File: src/design/bsd_pkg.sv
package bsd_pkg;

   localparam int COUNT_WIDTH  = 16;
   localparam int LIMIT_WIDTH  = 16;
   localparam int WRITTEN_WIDTH = 16;
   localparam int BYTE_WIDTH   = 8;
   localparam int SEXTET_WIDTH = 6;
   localparam int CMP_WIDTH    = (COUNT_WIDTH > LIMIT_WIDTH) ? COUNT_WIDTH : LIMIT_WIDTH;

   localparam logic [COUNT_WIDTH-1:0] COUNT_MAX   = '1;
   localparam logic [LIMIT_WIDTH-1:0] LIMIT_RESET = 16'hFFFF;

   // op queue between decode front and result back
   localparam int QUEUE_DEPTH = 4;
   localparam int QPTR_WIDTH  = $clog2(QUEUE_DEPTH);
   localparam int QCNT_WIDTH  = $clog2(QUEUE_DEPTH + 1);

   // register port
   localparam int CSR_ADDR_WIDTH = 3;
   localparam int CSR_DATA_WIDTH = 32;
   localparam int CSR_IDX_WIDTH  = CSR_ADDR_WIDTH - 2;
   localparam logic [CSR_IDX_WIDTH-1:0] CSR_IDX_BYTE_LIMIT = 1'b0;

   // alphabet
   localparam logic [7:0] CHAR_UPPER_A = 8'h41;
   localparam logic [7:0] CHAR_UPPER_Z = 8'h5A;
   localparam logic [7:0] CHAR_LOWER_A = 8'h61;
   localparam logic [7:0] CHAR_LOWER_Z = 8'h7A;
   localparam logic [7:0] CHAR_DIGIT_0 = 8'h30;
   localparam logic [7:0] CHAR_DIGIT_9 = 8'h39;
   localparam logic [7:0] CHAR_PLUS    = 8'h2B;
   localparam logic [7:0] CHAR_SLASH   = 8'h2F;

   localparam logic [SEXTET_WIDTH-1:0] LOWER_BASE  = 6'd26;
   localparam logic [SEXTET_WIDTH-1:0] DIGIT_BASE  = 6'd52;
   localparam logic [SEXTET_WIDTH-1:0] VALUE_PLUS  = 6'd62;
   localparam logic [SEXTET_WIDTH-1:0] VALUE_SLASH = 6'd63;

   typedef enum logic [1:0] {
      POS_FIRST,
      POS_SECOND,
      POS_THIRD,
      POS_FOURTH
   } group_pos_type;

   typedef struct packed {
      logic                    ok;
      logic [SEXTET_WIDTH-1:0] value;
   } sextet_type;

   // one queued operation: up to three candidate bytes, or an error result
   typedef struct packed {
      logic [2:0][BYTE_WIDTH-1:0] bytes;
      logic [1:0]                 n;
      logic                       eos;
      logic                       bad;
   } op_type;

   function automatic sextet_type char_value(input logic [7:0] c);
      sextet_type s;
      s.ok    = 1'b1;
      s.value = '0;
      if (c >= CHAR_UPPER_A && c <= CHAR_UPPER_Z) begin
         s.value = SEXTET_WIDTH'(c - CHAR_UPPER_A);
      end else if (c >= CHAR_LOWER_A && c <= CHAR_LOWER_Z) begin
         s.value = SEXTET_WIDTH'(c - CHAR_LOWER_A) + LOWER_BASE;
      end else if (c >= CHAR_DIGIT_0 && c <= CHAR_DIGIT_9) begin
         s.value = SEXTET_WIDTH'(c - CHAR_DIGIT_0) + DIGIT_BASE;
      end else if (c == CHAR_PLUS) begin
         s.value = VALUE_PLUS;
      end else if (c == CHAR_SLASH) begin
         s.value = VALUE_SLASH;
      end else begin
         s.ok = 1'b0;
      end
      return s;
   endfunction

endpackage

File: src/design/bsd_if.sv
interface bsd_req_if import bsd_pkg::*; ();
   logic                  valid;
   logic                  ready;
   logic [BYTE_WIDTH-1:0] char_code;
   logic                  end_of_string;

   modport source (output valid, char_code, end_of_string, input ready);
   modport sink   (input valid, char_code, end_of_string, output ready);
endinterface

interface bsd_rsp_if import bsd_pkg::*; ();
   logic                     valid;
   logic                     ready;
   logic [BYTE_WIDTH-1:0]    out_byte;
   logic                     byte_valid;
   logic                     last_of_run;
   logic                     bad_char;
   logic [WRITTEN_WIDTH-1:0] bytes_written;

   modport source (output valid, out_byte, byte_valid, last_of_run, bad_char, bytes_written,
                   input ready);
   modport sink   (input valid, out_byte, byte_valid, last_of_run, bad_char, bytes_written,
                   output ready);
endinterface

File: src/design/bsd_front.sv
module bsd_front import bsd_pkg::*; (
   input  logic       clock,
   input  logic       reset,
   bsd_req_if.sink    req_chan,
   input  logic       q_full,
   output logic       push,
   output op_type     push_op
);

   group_pos_type         group_ff, group_in;
   logic [SEXTET_WIDTH-1:0] held_ff, held_in;
   logic                  discard_ff, discard_in;
   logic                  accept;
   logic                  eos;
   sextet_type            sx;
   logic [SEXTET_WIDTH-1:0] u;

   assign req_chan.ready = !q_full;
   assign accept = req_chan.valid && req_chan.ready;
   assign eos    = req_chan.end_of_string;
   assign sx     = char_value(req_chan.char_code);
   assign u      = sx.value;

   always_comb begin
      group_in   = group_ff;
      held_in    = held_ff;
      discard_in = discard_ff;
      push       = 1'b0;
      push_op    = '0;
      push_op.eos = eos;
      if (accept) begin
         if (discard_ff) begin
            // swallow the rest of a bad string, report once at its end
            if (eos) begin
               push        = 1'b1;
               push_op.bad = 1'b1;
               group_in    = POS_FIRST;
               held_in     = '0;
               discard_in  = 1'b0;
            end
         end else if (!sx.ok) begin
            push        = 1'b1;
            push_op.bad = 1'b1;
            group_in    = POS_FIRST;
            held_in     = '0;
            discard_in  = !eos;
         end else begin
            unique case (group_ff)
               POS_FIRST: begin
                  held_in  = u;
                  group_in = POS_SECOND;
                  if (eos) begin
                     push             = 1'b1;
                     push_op.bytes[0] = {u, 2'b00};
                     push_op.n        = 2'd3;
                  end
               end
               POS_SECOND: begin
                  held_in          = {2'b00, u[3:0]};
                  group_in         = POS_THIRD;
                  push             = 1'b1;
                  push_op.bytes[0] = {held_ff, u[5:4]};
                  push_op.n        = 2'd1;
                  if (eos) begin
                     push_op.bytes[1] = {u[3:0], 4'h0};
                     push_op.n        = 2'd3;
                  end
               end
               POS_THIRD: begin
                  held_in          = {4'h0, u[1:0]};
                  group_in         = POS_FOURTH;
                  push             = 1'b1;
                  push_op.bytes[0] = {held_ff[3:0], u[5:2]};
                  push_op.n        = 2'd1;
                  if (eos) begin
                     push_op.bytes[1] = {u[1:0], 6'h00};
                     push_op.n        = 2'd2;
                  end
               end
               POS_FOURTH: begin
                  held_in          = '0;
                  group_in         = POS_FIRST;
                  push             = 1'b1;
                  push_op.bytes[0] = {held_ff[1:0], u};
                  push_op.n        = 2'd1;
               end
               default: begin
                  group_in = POS_FIRST;
               end
            endcase
            if (eos) begin
               group_in = POS_FIRST;
               held_in  = '0;
            end
         end
      end
   end

   always_ff @(posedge clock) begin
      if (reset) begin
         group_ff   <= POS_FIRST;
         held_ff    <= '0;
         discard_ff <= 1'b0;
      end else begin
         group_ff   <= group_in;
         held_ff    <= held_in;
         discard_ff <= discard_in;
      end
   end

endmodule

File: src/design/bsd_queue.sv
module bsd_queue import bsd_pkg::*; (
   input  logic   clock,
   input  logic   reset,
   input  logic   push,
   input  op_type push_op,
   output logic   full,
   input  logic   pop,
   output logic   head_valid,
   output op_type head_op
);

   op_type                entry_ff [QUEUE_DEPTH];
   logic [QPTR_WIDTH-1:0] wr_ptr_ff, wr_ptr_in;
   logic [QPTR_WIDTH-1:0] rd_ptr_ff, rd_ptr_in;
   logic [QCNT_WIDTH-1:0] cnt_ff, cnt_in;

   assign full       = (cnt_ff == QCNT_WIDTH'(QUEUE_DEPTH));
   assign head_valid = (cnt_ff != '0);
   assign head_op    = entry_ff[rd_ptr_ff];

   always_comb begin
      wr_ptr_in = wr_ptr_ff;
      rd_ptr_in = rd_ptr_ff;
      cnt_in    = cnt_ff;
      if (push) begin
         wr_ptr_in = (wr_ptr_ff == QPTR_WIDTH'(QUEUE_DEPTH - 1)) ? '0 : wr_ptr_ff + 1'b1;
      end
      if (pop) begin
         rd_ptr_in = (rd_ptr_ff == QPTR_WIDTH'(QUEUE_DEPTH - 1)) ? '0 : rd_ptr_ff + 1'b1;
      end
      if (push && !pop) begin
         cnt_in = cnt_ff + 1'b1;
      end else if (pop && !push) begin
         cnt_in = cnt_ff - 1'b1;
      end
   end

   always_ff @(posedge clock) begin
      if (reset) begin
         wr_ptr_ff <= '0;
         rd_ptr_ff <= '0;
         cnt_ff    <= '0;
      end else begin
         wr_ptr_ff <= wr_ptr_in;
         rd_ptr_ff <= rd_ptr_in;
         cnt_ff    <= cnt_in;
      end
   end

   always_ff @(posedge clock) begin
      if (push) begin
         entry_ff[wr_ptr_ff] <= push_op;
      end
   end

`ifndef SYNTHESIS
   a_no_overflow: assert property (@(posedge clock) disable iff (reset)
      push |-> !full)
      else $error("op queue written while full");

   a_no_underflow: assert property (@(posedge clock) disable iff (reset)
      pop |-> head_valid)
      else $error("op queue popped while empty");
`endif

endmodule

File: src/design/bsd_back.sv
module bsd_back import bsd_pkg::*; (
   input  logic                   clock,
   input  logic                   reset,
   input  logic [LIMIT_WIDTH-1:0] byte_limit,
   input  logic                   head_valid,
   input  op_type                 head_op,
   output logic                   pop,
   bsd_rsp_if.source              rsp_chan
);

   logic [1:0]               idx_ff, idx_in;
   logic [COUNT_WIDTH-1:0]   count_ff, count_in;
   logic                     rsp_valid_ff, rsp_valid_in;
   logic [BYTE_WIDTH-1:0]    out_byte_ff, out_byte_in;
   logic                     byte_valid_ff, byte_valid_in;
   logic                     last_ff, last_in;
   logic                     bad_ff, bad_in;
   logic [WRITTEN_WIDTH-1:0] written_ff, written_in;

   logic                   load;
   logic                   room;
   logic [COUNT_WIDTH-1:0] count_inc;
   logic                   cap_next;
   logic                   last_byte;

   assign load      = !rsp_valid_ff || rsp_chan.ready;
   // count may still grow if below both the register limit and the counter ceiling
   assign room      = (CMP_WIDTH'(count_ff) < CMP_WIDTH'(byte_limit)) && (count_ff != COUNT_MAX);
   assign count_inc = count_ff + 1'b1;
   assign cap_next  = (CMP_WIDTH'(count_inc) == CMP_WIDTH'(byte_limit)) ||
                      (count_inc == COUNT_MAX);
   assign last_byte = (idx_ff == head_op.n - 2'd1);

   always_comb begin
      pop           = 1'b0;
      idx_in        = idx_ff;
      count_in      = count_ff;
      rsp_valid_in  = rsp_valid_ff && !rsp_chan.ready;
      out_byte_in   = out_byte_ff;
      byte_valid_in = byte_valid_ff;
      last_in       = last_ff;
      bad_in        = bad_ff;
      written_in    = written_ff;
      if (load && head_valid) begin
         priority if (head_op.bad) begin
            pop           = 1'b1;
            rsp_valid_in  = 1'b1;
            out_byte_in   = '0;
            byte_valid_in = 1'b0;
            last_in       = head_op.eos;
            bad_in        = 1'b1;
            written_in    = WRITTEN_WIDTH'(count_ff);
            if (head_op.eos) begin
               count_in = '0;
            end
         end else if (idx_ff < head_op.n && room) begin
            rsp_valid_in  = 1'b1;
            out_byte_in   = head_op.bytes[idx_ff];
            byte_valid_in = 1'b1;
            last_in       = head_op.eos && (last_byte || cap_next);
            bad_in        = 1'b0;
            written_in    = WRITTEN_WIDTH'(count_inc);
            count_in      = count_inc;
            if (last_byte || (head_op.eos && cap_next)) begin
               pop    = 1'b1;
               idx_in = '0;
               if (head_op.eos) begin
                  count_in = '0;
               end
            end else begin
               idx_in = idx_ff + 1'b1;
            end
         end else begin
            // remaining bytes dropped; an end still needs its closing result
            pop    = 1'b1;
            idx_in = '0;
            if (head_op.eos) begin
               rsp_valid_in  = 1'b1;
               out_byte_in   = '0;
               byte_valid_in = 1'b0;
               last_in       = 1'b1;
               bad_in        = 1'b0;
               written_in    = WRITTEN_WIDTH'(count_ff);
               count_in      = '0;
            end
         end
      end
   end

   always_ff @(posedge clock) begin
      if (reset) begin
         idx_ff       <= '0;
         count_ff     <= '0;
         rsp_valid_ff <= 1'b0;
      end else begin
         idx_ff       <= idx_in;
         count_ff     <= count_in;
         rsp_valid_ff <= rsp_valid_in;
      end
   end

   always_ff @(posedge clock) begin
      out_byte_ff   <= out_byte_in;
      byte_valid_ff <= byte_valid_in;
      last_ff       <= last_in;
      bad_ff        <= bad_in;
      written_ff    <= written_in;
   end

   assign rsp_chan.valid         = rsp_valid_ff;
   assign rsp_chan.out_byte      = out_byte_ff;
   assign rsp_chan.byte_valid    = byte_valid_ff;
   assign rsp_chan.last_of_run   = last_ff;
   assign rsp_chan.bad_char      = bad_ff;
   assign rsp_chan.bytes_written = written_ff;

`ifndef SYNTHESIS
   a_count_cleared_at_end: assert property (@(posedge clock) disable iff (reset)
      (pop && head_op.eos) |=> (count_ff == '0))
      else $error("byte count not cleared after end of string");

   a_no_empty_midstring_op: assert property (@(posedge clock) disable iff (reset)
      (head_valid && !head_op.bad && head_op.n == 2'd0) |-> head_op.eos)
      else $error("front queued an op with no bytes that does not end the string");

   a_index_in_range: assert property (@(posedge clock) disable iff (reset)
      (idx_ff != 2'd0) |-> (head_valid && !head_op.bad && idx_ff < head_op.n))
      else $error("byte index past the bytes of the current op");
`endif

endmodule

File: src/design/base64_stream_decoder.sv
// Base64 stream decoder: takes one character per cycle on req_chan while the op queue has room
// and returns decoded bytes on rsp_chan, one result per cycle while rsp_chan is ready; a taken
// character passes the op queue, then the result register. A character that completes a byte
// yields one result; the end character of a string yields up to three (the zero-filled tail of
// an open group), and the single result-producing stage drains them while a four-entry op queue
// keeps accepting characters. Sustained input rate is one character per cycle as long as
// results are taken; the queue depth sets how long input keeps flowing while rsp_chan is
// stalled. Bytes beyond byte_limit (register 0, reset 65535) are dropped; an invalid character
// returns an error result and the rest of its string is skipped up to the end character.
module base64_stream_decoder import bsd_pkg::*; (
   input  logic                      clock,
   input  logic                      reset,
   bsd_req_if.sink                   req_chan,
   bsd_rsp_if.source                 rsp_chan,
   input  logic                      psel,
   input  logic                      penable,
   input  logic                      pwrite,
   input  logic [CSR_ADDR_WIDTH-1:0] paddr,
   input  logic [CSR_DATA_WIDTH-1:0] pwdata,
   output logic [CSR_DATA_WIDTH-1:0] prdata,
   output logic                      pready
);

   logic [LIMIT_WIDTH-1:0]   limit_ff, limit_in;
   logic [CSR_IDX_WIDTH-1:0] csr_idx;
   logic                     csr_write;

   logic   push;
   op_type push_op;
   logic   q_full;
   logic   pop;
   logic   head_valid;
   op_type head_op;

   assign pready    = 1'b1;
   assign csr_idx   = paddr[CSR_ADDR_WIDTH-1:2];
   assign csr_write = psel && penable && pwrite && pready;

   always_comb begin
      limit_in = limit_ff;
      if (csr_write && csr_idx == CSR_IDX_BYTE_LIMIT) begin
         limit_in = pwdata[LIMIT_WIDTH-1:0];
      end
      prdata = '0;
      if (csr_idx == CSR_IDX_BYTE_LIMIT) begin
         prdata = CSR_DATA_WIDTH'(limit_ff);
      end
   end

   always_ff @(posedge clock) begin
      if (reset) begin
         limit_ff <= LIMIT_RESET;
      end else begin
         limit_ff <= limit_in;
      end
   end

   bsd_front u_front (
      .clock    (clock),
      .reset    (reset),
      .req_chan (req_chan),
      .q_full   (q_full),
      .push     (push),
      .push_op  (push_op)
   );

   bsd_queue u_queue (
      .clock      (clock),
      .reset      (reset),
      .push       (push),
      .push_op    (push_op),
      .full       (q_full),
      .pop        (pop),
      .head_valid (head_valid),
      .head_op    (head_op)
   );

   bsd_back u_back (
      .clock      (clock),
      .reset      (reset),
      .byte_limit (limit_ff),
      .head_valid (head_valid),
      .head_op    (head_op),
      .pop        (pop),
      .rsp_chan   (rsp_chan)
   );

endmodule
File: src/flat_wrapper.sv
// flat-port wrapper written by rule: the top's interface ports become plain ports
module base64_stream_decoder_flat import bsd_pkg::*;
  (clock, reset, psel, penable, pwrite, paddr, pwdata, prdata, pready, req_chan_valid, req_chan_char_code, req_chan_end_of_string, req_chan_ready, rsp_chan_valid, rsp_chan_out_byte, rsp_chan_byte_valid, rsp_chan_last_of_run, rsp_chan_bad_char, rsp_chan_bytes_written, rsp_chan_ready);
  bsd_req_if req_chan_i ();
  bsd_rsp_if rsp_chan_i ();
  input  logic clock;
  input  logic reset;
  input  logic psel;
  input  logic penable;
  input  logic pwrite;
  input  logic [CSR_ADDR_WIDTH-1:0] paddr;
  input  logic [CSR_DATA_WIDTH-1:0] pwdata;
  output logic [CSR_DATA_WIDTH-1:0] prdata;
  output logic pready;
  input wire logic [$bits(req_chan_i.valid)-1:0] req_chan_valid;
  input wire logic [$bits(req_chan_i.char_code)-1:0] req_chan_char_code;
  input wire logic [$bits(req_chan_i.end_of_string)-1:0] req_chan_end_of_string;
  output wire logic [$bits(req_chan_i.ready)-1:0] req_chan_ready;
  output wire logic [$bits(rsp_chan_i.valid)-1:0] rsp_chan_valid;
  output wire logic [$bits(rsp_chan_i.out_byte)-1:0] rsp_chan_out_byte;
  output wire logic [$bits(rsp_chan_i.byte_valid)-1:0] rsp_chan_byte_valid;
  output wire logic [$bits(rsp_chan_i.last_of_run)-1:0] rsp_chan_last_of_run;
  output wire logic [$bits(rsp_chan_i.bad_char)-1:0] rsp_chan_bad_char;
  output wire logic [$bits(rsp_chan_i.bytes_written)-1:0] rsp_chan_bytes_written;
  input wire logic [$bits(rsp_chan_i.ready)-1:0] rsp_chan_ready;
  assign req_chan_i.valid = req_chan_valid;
  assign req_chan_i.char_code = req_chan_char_code;
  assign req_chan_i.end_of_string = req_chan_end_of_string;
  assign req_chan_ready = req_chan_i.ready;
  assign rsp_chan_valid = rsp_chan_i.valid;
  assign rsp_chan_out_byte = rsp_chan_i.out_byte;
  assign rsp_chan_byte_valid = rsp_chan_i.byte_valid;
  assign rsp_chan_last_of_run = rsp_chan_i.last_of_run;
  assign rsp_chan_bad_char = rsp_chan_i.bad_char;
  assign rsp_chan_bytes_written = rsp_chan_i.bytes_written;
  assign rsp_chan_i.ready = rsp_chan_ready;
  base64_stream_decoder u_core (.clock(clock), .reset(reset), .req_chan(req_chan_i), .rsp_chan(rsp_chan_i), .psel(psel), .penable(penable), .pwrite(pwrite), .paddr(paddr), .pwdata(pwdata), .prdata(prdata), .pready(pready));
endmodule
File: config.mk
export PLATFORM = sky130hd
export DESIGN_NAME = base64_stream_decoder_flat
export DESIGN_NICKNAME = d
export VERILOG_FILES = /design/src/design/bsd_pkg.sv /design/src/design/bsd_if.sv /design/src/design/bsd_front.sv /design/src/design/bsd_queue.sv /design/src/design/bsd_back.sv /design/src/design/base64_stream_decoder.sv /design/src/flat_wrapper.sv
export SDC_FILE = /design/constraint.sdc
export NUM_CORES = 1
export LEC_CHECK = 0
export ABC_AREA = 1
export BUFFER_PORTS_ARGS = -buffer_cell sky130_fd_sc_hd__buf_2
export CAP_MARGIN = 20
export CORE_MARGIN = 2
export CORE_UTILIZATION = 58
export CTS_CLUSTER_DIAMETER = 80
export CTS_CLUSTER_SIZE = 16
export DETAILED_ROUTE_END_ITERATION = 16
export PLACE_DENSITY = 0.83
export SYNTH_ARGS = -nofsm -noshare
export SYNTH_HDL_FRONTEND = slang
export SYNTH_SLANG_ARGS = --single-unit
File: constraint.sdc
create_clock -name clock -period 4.2 [get_ports clock]
set_clock_uncertainty 0.1 [all_clocks]
set_input_delay 0.42 -clock clock [delete_from_list [all_inputs] [get_ports clock]]
set_output_delay 0.42 -clock clock [all_outputs]
set_load 0.02 [all_outputs]
After elaboration in Yosys (flattened, before gate mapping)
Memories as Yosys holds them, arrays and structs flattened. A register that Yosys moved wholly into a read port is not among the register bits.
Cells that the tools add are included.
- bits in registers: 78
- memory bits (writable): 80
- input bits: 51
- output and inout port bits: 62
- logic and storage cells: 163
- memories: 1
- add/subtract/negate cells: 12
- magnitude comparators: 9
- equal/unequal tests: 13
- multiplexer cells: 78
- bitwise logic cells: 2
- reduce and logical (&&, ||, !) cells: 33
- memory list (name ; words ; width ; read ports ; clocked after memory_dff ; write ports ; RTL line ; RTL):
    u_core.u_queue.entry_ff ; 4 ; 20 ; 1 ; 1 ; 1 ; bsd_queue.sv:12 ; op_type entry_ff [QUEUE_DEPTH];
- operator list (kind ; number):
    $mux 16 ; 9
    $mux 18 ; 3
    $mux 6 ; 9
    $mux 8 ; 5
    $pmux 10 s4 ; 1
    $mux 1 ; 31
    $mux 2 ; 12
    $pmux 6 s4 ; 1
    $add 16x1->16 const B ; 1
    $bmux 8 s2 ; 1
    $eq 16x16->1 ; 1
    $eq 16x16->1 const B ; 1
    $eq 8x6->1 const B ; 2
    $ge 8x7->1 const B ; 2
    $le 8x7->1 const B ; 2
    $lt 16x16->1 ; 1
    $ne 16x16->1 const B ; 1
    $pmux 8 s2 ; 1
    $logic_and 1x1->1 ; 15
    $sub 6x6->6 const B ; 2
    $mux 10 ; 1
    $eq 2x2->1 const B ; 4
    $ge 8x6->1 const B ; 1
    $le 8x6->1 const B ; 1
    24 further kinds ; 39

Depth between registers and ports, before layout
Gate-level depths: netlist (run 1).
- depth after elaboration: 13
- gate-level depth with buffers: 24
- depth with buffers taken out: 24

Cells and area by module
From an unflattened synthesis (run 1), not the netlist that was laid out.
- cells, all modules: 1251
- area total of the unflattened synthesis: 10870.4 µm²
- by module, submodules not included (module ; instances ; cells an instance ; area each (µm²) ; seq. area each (µm²)):
    bsd_queue ; 1 ; 331 ; 4616.9 ; 3543.4
    bsd_back ; 1 ; 494 ; 3597.2 ; 1191.1
    bsd_front ; 1 ; 299 ; 1770.4 ; 180.2
    base64_stream_decoder ; 1 ; 127 ; 885.8 ; 320.3

Worst setup path after synthesis (run 1)
OpenSTA, ideal clock, no wires.
- kind: reg-to-reg
- start: reg (tool-made name)
- end: reg u_core.u_queue.cnt_ff[2]
- library setup time: 0.070 ns
- data arrival time: 2.873 ns
- required time: 4.030 ns
- slack: 1.157 ns
- stages on the path, launching flop included: 23
- path buffers: 2
- clock period less this slack: 3.043 ns
- cells stage by stage: dfxtp_1 -> buf_2 -> inv_1 -> buf_4 -> nand2_1 -> nand3_1 -> nand2_1 -> ha_1 -> nand2_1 -> o2111ai_1 -> a21oi_1 -> nand3_4 -> inv_4 -> a21oi_2 -> inv_1 -> ha_1 -> inv_1 -> fa_1 -> nor2_1 -> nor2_1 -> nand2_1 -> o21ai_0 -> a21oi_1
- RTL lines (what ; RTL line ; RTL):
    end signal, assigned ; bsd_queue.sv:46 ; cnt_ff <= cnt_in;
    end, declared ; bsd_queue.sv:15 ; logic [QCNT_WIDTH-1:0] cnt_ff, cnt_in;

Worst setup path after layout (run 1)
- start: reg u_core.u_back.count_ff[1]
- end: reg u_core.u_queue.cnt_ff[1]
- longest elaborated chain between the ends: 12
- elaborated cells on any way between the ends: 19
- those cells by class: add/sub: 1; order compare: 1; eq/ne: 3; mux: 5; reduce/logical: 9
- RTL lines (what ; RTL line ; RTL):
    start, declared ; bsd_back.sv:12 ; logic [COUNT_WIDTH-1:0] count_ff, count_in;
    start signal, assigned ; bsd_back.sv:97 ; count_ff <= count_in;
    $add 16x1->16 ; bsd_back.sv:29 ; assign count_inc = count_ff + 1'b1;
    $eq 16x16->1, on equally long branches ; bsd_back.sv:30, bsd_back.sv:31 ;
    $logic_or 1x1->1 ; bsd_back.sv:30 ; assign cap_next = (CMP_WIDTH'(count_inc) == CMP_WIDTH'(byte_limit)) ||
    $logic_and 1x1->1 ; bsd_back.sv:64 ; if (last_byte || (head_op.eos && cap_next)) begin
    $logic_or 1x1->1 ; bsd_back.sv:64 ;
    $mux 1 ; bsd_back.sv:64 ;
    $mux 1 (*) ; bsd_back.sv:56 ; end else if (idx_ff < head_op.n && room) begin
    $mux 1 (*) ; bsd_back.sv:45 ; priority if (head_op.bad) begin
    $mux 1 (*) ; bsd_back.sv:44 ; if (load && head_valid) begin
    $logic_not 1->1 (*) ; bsd_queue.sv:31 ; if (push && !pop) begin
    $logic_and 1x1->1 (*) ; bsd_queue.sv:31 ;
    $mux 3 (*) ; bsd_queue.sv:31 ;
    named net u_core.u_queue.cnt_in[1] ; bsd_queue.sv:15 ;
The timed path passes the listed nets; every way through them passes the cells marked *.
A chain may end at the register's enable or synchronous reset.

==> summary.txt, run 1 <==
Status
  • Run status: complete, no violations

Placed design
  • Buffers on Ports: 77
  • Hpwl dp: 13.6 mm
  • Gpl congestion: 0.997
  • Area after DPL: 8620 sq um
  • Post-Place Cells: 1237

Worst setup path
  • Worst EP arrival: 3.89 ns
  • R2r setup slk: 0.53 ns
  • CP startpoint kind: flip-flop
  • WS Path Type: flip-flop to flip-flop
  • Critical Path RT: 4.42 ns
  • Worst Setup End Kind: flip-flop
  • CP max FO: 8

Power and ir drop
  • Clock power frac: 27.3%
  • Flop pwr share: 35.9%
  • Gate power share: 36.8%
  • Internal power: 3.36 mW
  • Lkg Pwr: 4.07 nW
  • Sw Ratio: 40.5%
  • VDD IR max: 0.359 mV
  • Pwr/cell area: 612 nW/um^2
  • Switching power: 2.28 mW

Global route
  • GRT Util Overall: 26.7%
  • Met1 Use GR: 38.8%
  • Vias in the first global route: 6140
  • GRT met3 Usage: 6.04%
  • Total grt overflow: 0
  • First-pass GRT wire length: 30.6 mm
  • Initial antenna violation count: 0
  • Met2 Track Usage GR: 39.2%
  • Grt peak-use layer: met2
  • Largest net degree at the start of global routing: 37

Floorplanning
  • Initial Util: 59.0%
  • Die Span X: 122 um
  • Die span in y: 122 um
  • Rows: 43
  • Placeable core region: 13800 sq um
  • Die ar.: 15000 sq um
  • # IOs: 113

STA
  • Setup TNS: 0 ns
  • Fin crit period: 3.67 ns
  • Period utilization: 87.4%
  • Pins Over Slew Limit: 0
  • Max frequency: 0.272 GHz
  • RSZ-0062 raised after global routing: no
  • Slew @ Worst Pin: 1.03 ns
  • # setup viols final: 0
  • Hold Slack: 0.0982 ns
  • Hold Vio Cnt, Final: 0
  • Max_slew headroom: 31.2%

CTS
  • Root buf cell: clkbuf_16
  • Count of cells resized by post-cts repair: 0
  • Sink Count: 144
  • CTS Hold Buffers Added: 0
  • Maximum clock path buffer count: 2
  • Post CTS Setup Buffer Count: 0
  • Reg clk slew, reported paths: 0.06 ns
  • Latest clock arrival within the worst-skew pair: 0.43 ns
  • CTS Buf Count: 17
  • Clock H-tree levels: 4
  • CTS tree: done

Min path
  • Hold crit path type: input port to flip-flop

Synth
  • Synth Area per Inst: 8.12 sq um
  • Dominant cell type by area after synthesis: edfxtp_1
  • Yosys warns: 0
  • Area share of the largest cell type after synthesis: 33.6%
  • Synth area leaders: edfxtp_1 (34%), dfxtp_1 (13%), nand2_1 (11%)
  • Part of the Yosys area used for sequential elements: 46.6%
  • Mapped Cells: 1002
  • Unique cell type count in the Yosys netlist: 48
  • FFs w/ async S/R, synth: 0%
  • Post-synthesis cell area: 8130 sq um
  • Flops & latches, synth: 144
  • Number of flops mapped to enable cells by yosys: 91
  • Ys flop type: edfxtp_1

Finish
  • Post-Layout Cell Count: 1269
  • Most frequent cells in the layout: nand2_1 (229), nor2_1 (117), inv_1 (106)
  • Diode count: 0
  • P&R area growth vs syn: 13.3%
  • Final layout net count: 1166
  • Fin area: 9210 sq um
  • FILL cells: 1129
  • Share of cells above drive strength 1: 13.1%
  • Commonest non-fill, non-tap cell in the layout: nand2_1
  • Core Util, Final: 66.9%

Run
  • Max Cap Viol: 0

Route
  • Routed len/inst: 15.2 um
  • Drt total wl: 19.2 mm
  • Initial DRC Count: 611
  • Detail Route Antenna Nets: 0
  • Detailed Routing Iterations Pass 1: 5
  • Drt drc: 0
  • DR vias/cell: 5.59
  • Via count: 7091
## critical path, stage by stage, from the launching register on
cell	delay, ns
dfxtp_1	0.56
ha_1	0.27
nand3_1	0.16
nor2_2	0.25
nand3_1	0.18
nand3_1	0.12
nand2_1	0.05
nor2_1	0.17
nand2_1	0.08
nor2_1	0.08
nand2_1	0.11
nand2_2	0.12
nand2_2	0.10
a21oi_2	0.22
inv_1	0.08
ha_1	0.20
inv_1	0.11
fa_1	0.39
o21ai_0	0.16
a21oi_1	0.06
## synth_stat cells, types with 2 or more instances
library cell and count:
nand2_1 229, nor2_1 118, inv_1 106, edfxtp_1 91
nand3_1 76, o21ai_0 63, a21oi_1 58, dfxtp_1 53
ha_1 38, o211ai_1 25, clkbuf_1 21, buf_4 19
o22ai_1 13, nand4_1 10, xor2_1 10, a211oi_1 7
buf_2 6, nor2_4 5, a31oi_1 3, buf_6 3
inv_2 3, nand2_2 3, nor2_2 3, nor3_1 3
o21a_1 3, o21ai_1 3, o31ai_1 3, a22oi_1 2
clkinv_1 2, conb_1 2, nand3b_1 2, o221ai_1 2
or2_2 2
## state kept, by name, indices dropped and copies added (netlist names), 2 cells and up, named ones only
signal,flops
u_core.u_queue.rd_ptr_ff,2
u_core.u_queue.wr_ptr_ff,2
u_core.u_front.held_ff,6
u_core.u_queue.entry_ff,64
u_core.u_back.idx_ff,2
u_core.limit_ff,16
u_core.u_front.group_ff,2
u_core.u_back.count_ff,16
u_core.u_queue.cnt_ff,3
u_core.u_back.rsp_chan.bytes_written,16
u_core.u_back.rsp_chan.out_byte,8
## cell type report
cell class / count / area [sq um] / share of cell area [%]
clock buffer: 17 / 425 / 4.62
clock inverter: 15 / 170 / 1.85
inverter: 112 / 423 / 4.59
multi-input combinational: 711 / 3690 / 40.1
sequential: 144 / 3790 / 41.2
tap: 180 / 225 / 2.44
timing repair buffer: 90 / 483 / 5.24
## power groups by stage
stage	registers [mW]	logic, mW	clock network (mW)
2_1_floorplan	2.19	1.33	0
3_3_place_gp	2.03	2.00	0
3_5_place_dp	2.05	2.05	0
4_1_cts	2.02	2.06	1.54
5_1_grt	2.05	2.30	1.62
6_report	2.02	2.08	1.54
## kinds of logic after synthesis
family          synth area share [%]
other cells                   0.0923
simple gates                    23.7
buf+inv                         8.75
compound gates                  13.5
fa+ha+maj                       6.09
xor+xnor                        1.18
flops                           46.6
## stage by stage
step | worst slack, ns | power, mW
global placement | 0.718 | 4.03
detailed placement | 0.653 | 4.09
floorplan | 1.16 | 3.52
CTS | 0.635 | 5.63
finish | 0.529 | 5.64
global route | 0.225 | 5.96
## layer usage
layer  vias to the layer above  share of wire, %
li1                       3496                 -
met1                      3189                44
met2                       370                43
met3                        36                10
met4                         0               2.1
met5                         -                 0
## path summary, 6_finish.rpt
check                                 start                        end  depth (start not counted)
setup / recovery  u_core.u_back.count_ff[1]   u_core.u_queue.cnt_ff[1]                         19
hold / removal                    pwdata[0]         u_core.limit_ff[0]                          3
setup reg to reg  u_core.u_back.count_ff[1]   u_core.u_queue.cnt_ff[1]                         19
hold reg to reg   u_core.u_front.held_ff[2]  u_core.u_front.held_ff[2]                          2
Note: power is estimated with default switching activity, not from simulation.
==> run 2: changes to the inputs <==
- CTS_BUF_LIST: not set -> sky130_fd_sc_hd__clkbuf_16
- PLACE_DENSITY: 0.83 -> 0.9
==> run 2 against run 1 <==
Net effect:
- sequential share of layout area rose by 0.16 points
- maximum frequency rose by 0.65%
- clock-buffer cell count did not move
- via count rose by 1.8%
- flip-flop and latch count did not move
- critical endpoint unchanged
==> summary.txt, run 2 (synthesized netlist as in run 1, its figures left out) <==
Route
  • Detail Route Antenna Nets: 0 (unchanged)
  • Drt total wl: 19.3 mm (+0.15%)
  • Drt drc: 0 (unchanged)
  • DR vias/cell: 5.69 (+1.8%)
  • Initial DRC Count: 955 (+56%)
  • Routed len/inst: 15.2 um (+0.15%)
  • Detailed Routing Iterations Pass 1: 9 (+4)
  • Via count: 7217 (+1.8%)

Worst setup path
  • Worst EP arrival: 3.87 ns (-0.02 ns)
  • WS Path Type: flip-flop to flip-flop
  • R2r setup slk: 0.55 ns (+0.02 ns)
  • Launching point of the worst reg2reg path: u_core.u_back.count_ff[1]
  • CP startpoint kind: flip-flop
  • Critical Path RT: 4.42 ns (about the same)
  • Critical Path Sink: u_core.u_queue.cnt_ff[1]
  • Worst Setup End Kind: flip-flop
  • FF-to-FF path depth: 19 (unchanged)
  • CP max FO: 8 (unchanged)
  • CP startpoint: u_core.u_back.count_ff[1]
  • RR Endpoint: u_core.u_queue.cnt_ff[1]

Finish
  • Core Util, Final: 66.6% (-0.26 points)
  • Post-Layout Cell Count: 1269 (unchanged)
  • Most flops, register: u_core.u_queue.entry_ff
  • Diode count: 0 (unchanged)
  • Largest register FFs: 64 (unchanged)
  • P&R area growth vs syn: 12.8%
  • Final layout net count: 1166 (unchanged)
  • Commonest non-fill, non-tap cell in the layout: nand2_1
  • Share of cells above drive strength 1: 12.8% (-0.37 points)
  • Most frequent cells in the layout: nand2_1 (229), nor2_1 (117), inv_1 (111)

Global route
  • GRT met3 Usage: 6.64% (+0.60 points)
  • Vias in the first global route: 6429 (+4.7%)
  • Largest net degree at the start of global routing: 37 (unchanged)
  • Grt peak-use layer: met2
  • First-pass GRT wire length: 31.1 mm (+1.6%)
  • Met1 Use GR: 38.1% (-0.77 points)
  • Total grt overflow: 0 (unchanged)
  • GRT Util Overall: 26.7% (about the same)
  • Initial antenna violation count: 0 (unchanged)
  • Met2 Track Usage GR: 39.2% (unchanged)

STA
  • Pins Over Slew Limit: 0 (unchanged)
  • Max frequency: 0.274 GHz (+0.65%)
  • # setup viols final: 0 (unchanged)
  • Setup TNS: 0 ns (unchanged)
  • Period utilization: 86.8% (-0.56 points)
  • Slew @ Worst Pin: 1.03 ns (+0.00316 ns)
  • Max_slew headroom: 31.0% (-0.21 points)
  • RSZ-0062 raised after global routing: no
  • Fin crit period: 3.65 ns (-0.0237 ns)
  • Hold Vio Cnt, Final: 0 (unchanged)

Floorplanning
  • # IOs: 113 (unchanged)
  • Die ar.: 15000 sq um (unchanged)
  • Placeable core region: 13800 sq um (unchanged)
  • Die Span X: 122 um (unchanged)
  • Initial Util: 59.0% (unchanged)
  • Rows: 43 (unchanged)
  • Die span in y: 122 um (unchanged)

Power and ir drop
  • Lkg Pwr: 4.07 nW (about the same)
  • VDD IR max: 0.388 mV (+8.2%)
  • Final Power: 5.54 mW (-1.7%)
  • Pwr/cell area: 604 nW/um^2 (-1.3%)

Placed design
  • Gpl congestion: 1.01 (+1.4%)
  • Hpwl dp: 13.3 mm (-2.2%)
  • Buffers on Ports: 77 (unchanged)
  • Post-Place Cells: 1237 (unchanged)

CTS
  • CTS Buf Count: 17 (unchanged)
  • Sink Count: 144 (unchanged)
  • Latest clock arrival within the worst-skew pair: 0.44 ns (about the same)
  • Clock H-tree levels: 4 (unchanged)
  • Reg clk slew, reported paths: 0.06 ns (about the same)
  • Post CTS Setup Buffer Count: 0 (unchanged)
  • Maximum clock path buffer count: 2 (unchanged)
  • CTS Hold Buffers Added: 0 (unchanged)
  • Root buf cell: clkbuf_16
  • CTS tree: done
  • Count of cells resized by post-cts repair: 0 (unchanged)

Run
  • Max Cap Viol: 0 (unchanged)

Status
  • Run status: complete, no violations

Min path
  • Hold crit path type: input port to flip-flop
-- run 2: changes by cell type in the layout (fill, tap and decap cells not counted), sizes merged --
cell      change
clkinvlp      +1
clkinv        +2
inv           -3
-- run 2: worst min path at each step --
| stage | from | end | cells past startpoint |
|---|---|---|---|
| after floorplan | u_core.u_front.held_ff[2] | u_core.u_front.held_ff[2] | 2 |
| after global placement | u_core.u_front.held_ff[2] | u_core.u_front.held_ff[2] | 2 |
| after detailed placement | u_core.u_front.held_ff[2] | u_core.u_front.held_ff[2] | 2 |
| after CTS | pwdata[5] | u_core.limit_ff[5] | 3 |
| after global routing | pwdata[3] | u_core.limit_ff[3] | 3 |
| final | pwdata[9] | u_core.limit_ff[9] | 3 |
-- run 2: report_power, final --
part	switching [mW]	total [mW]	internal [mW]
Combinational	1.49	2.09	0.603
Clock	0.578	1.44	0.860
Sequential	0.156	2.02	1.86
Total	2.22	5.54	3.32
-- run 2: area by class of cell --
class | count | area (sq um)
clock inverter | 15 | 134
multi-input combinational | 711 | 3690
fill | 1115 | 4600
inverter | 112 | 423
timing repair buffer | 90 | 483
tap | 180 | 225
clock buffer | 17 | 425
sequential | 144 | 3790
-- run 2: critical path: stages (launching register included) --
cell	delay [ns]
dfxtp_1	0.54
ha_1	0.27
nand3_1	0.16
nor2_2	0.24
nand2_1	0.08
nand2_1	0.20
o21ai_0	0.12
nor2_1	0.10
nand3_1	0.09
nor2_1	0.11
nand2_1	0.11
nand2_2	0.11
nand2_2	0.09
a21oi_2	0.21
inv_1	0.07
ha_1	0.20
inv_1	0.11
fa_1	0.39
o21ai_0	0.16
a21oi_1	0.06
-- run 2: per-stage QoR --
| step | hold WS (ns) | setup slack, ns | area, sq um |
|---|---|---|---|
| floorplan | 0.345 | 1.16 | 8190 |
| global placement | 0.354 | 0.775 | 8620 |
| detailed placement | 0.356 | 0.714 | 8620 |
| CTS | 0.101 | 0.670 | 9180 |
| global route | 0.118 | 0.148 | 9180 |
| finish | 0.105 | 0.553 | 9180 |
-- run 2: metal layers --
layer  wire, um  vias to the layer above
met5          0                        -
met4        379                        0
met3       2170                       48
met2       8450                      437
met1       8260                     3249
li1           -                     3483
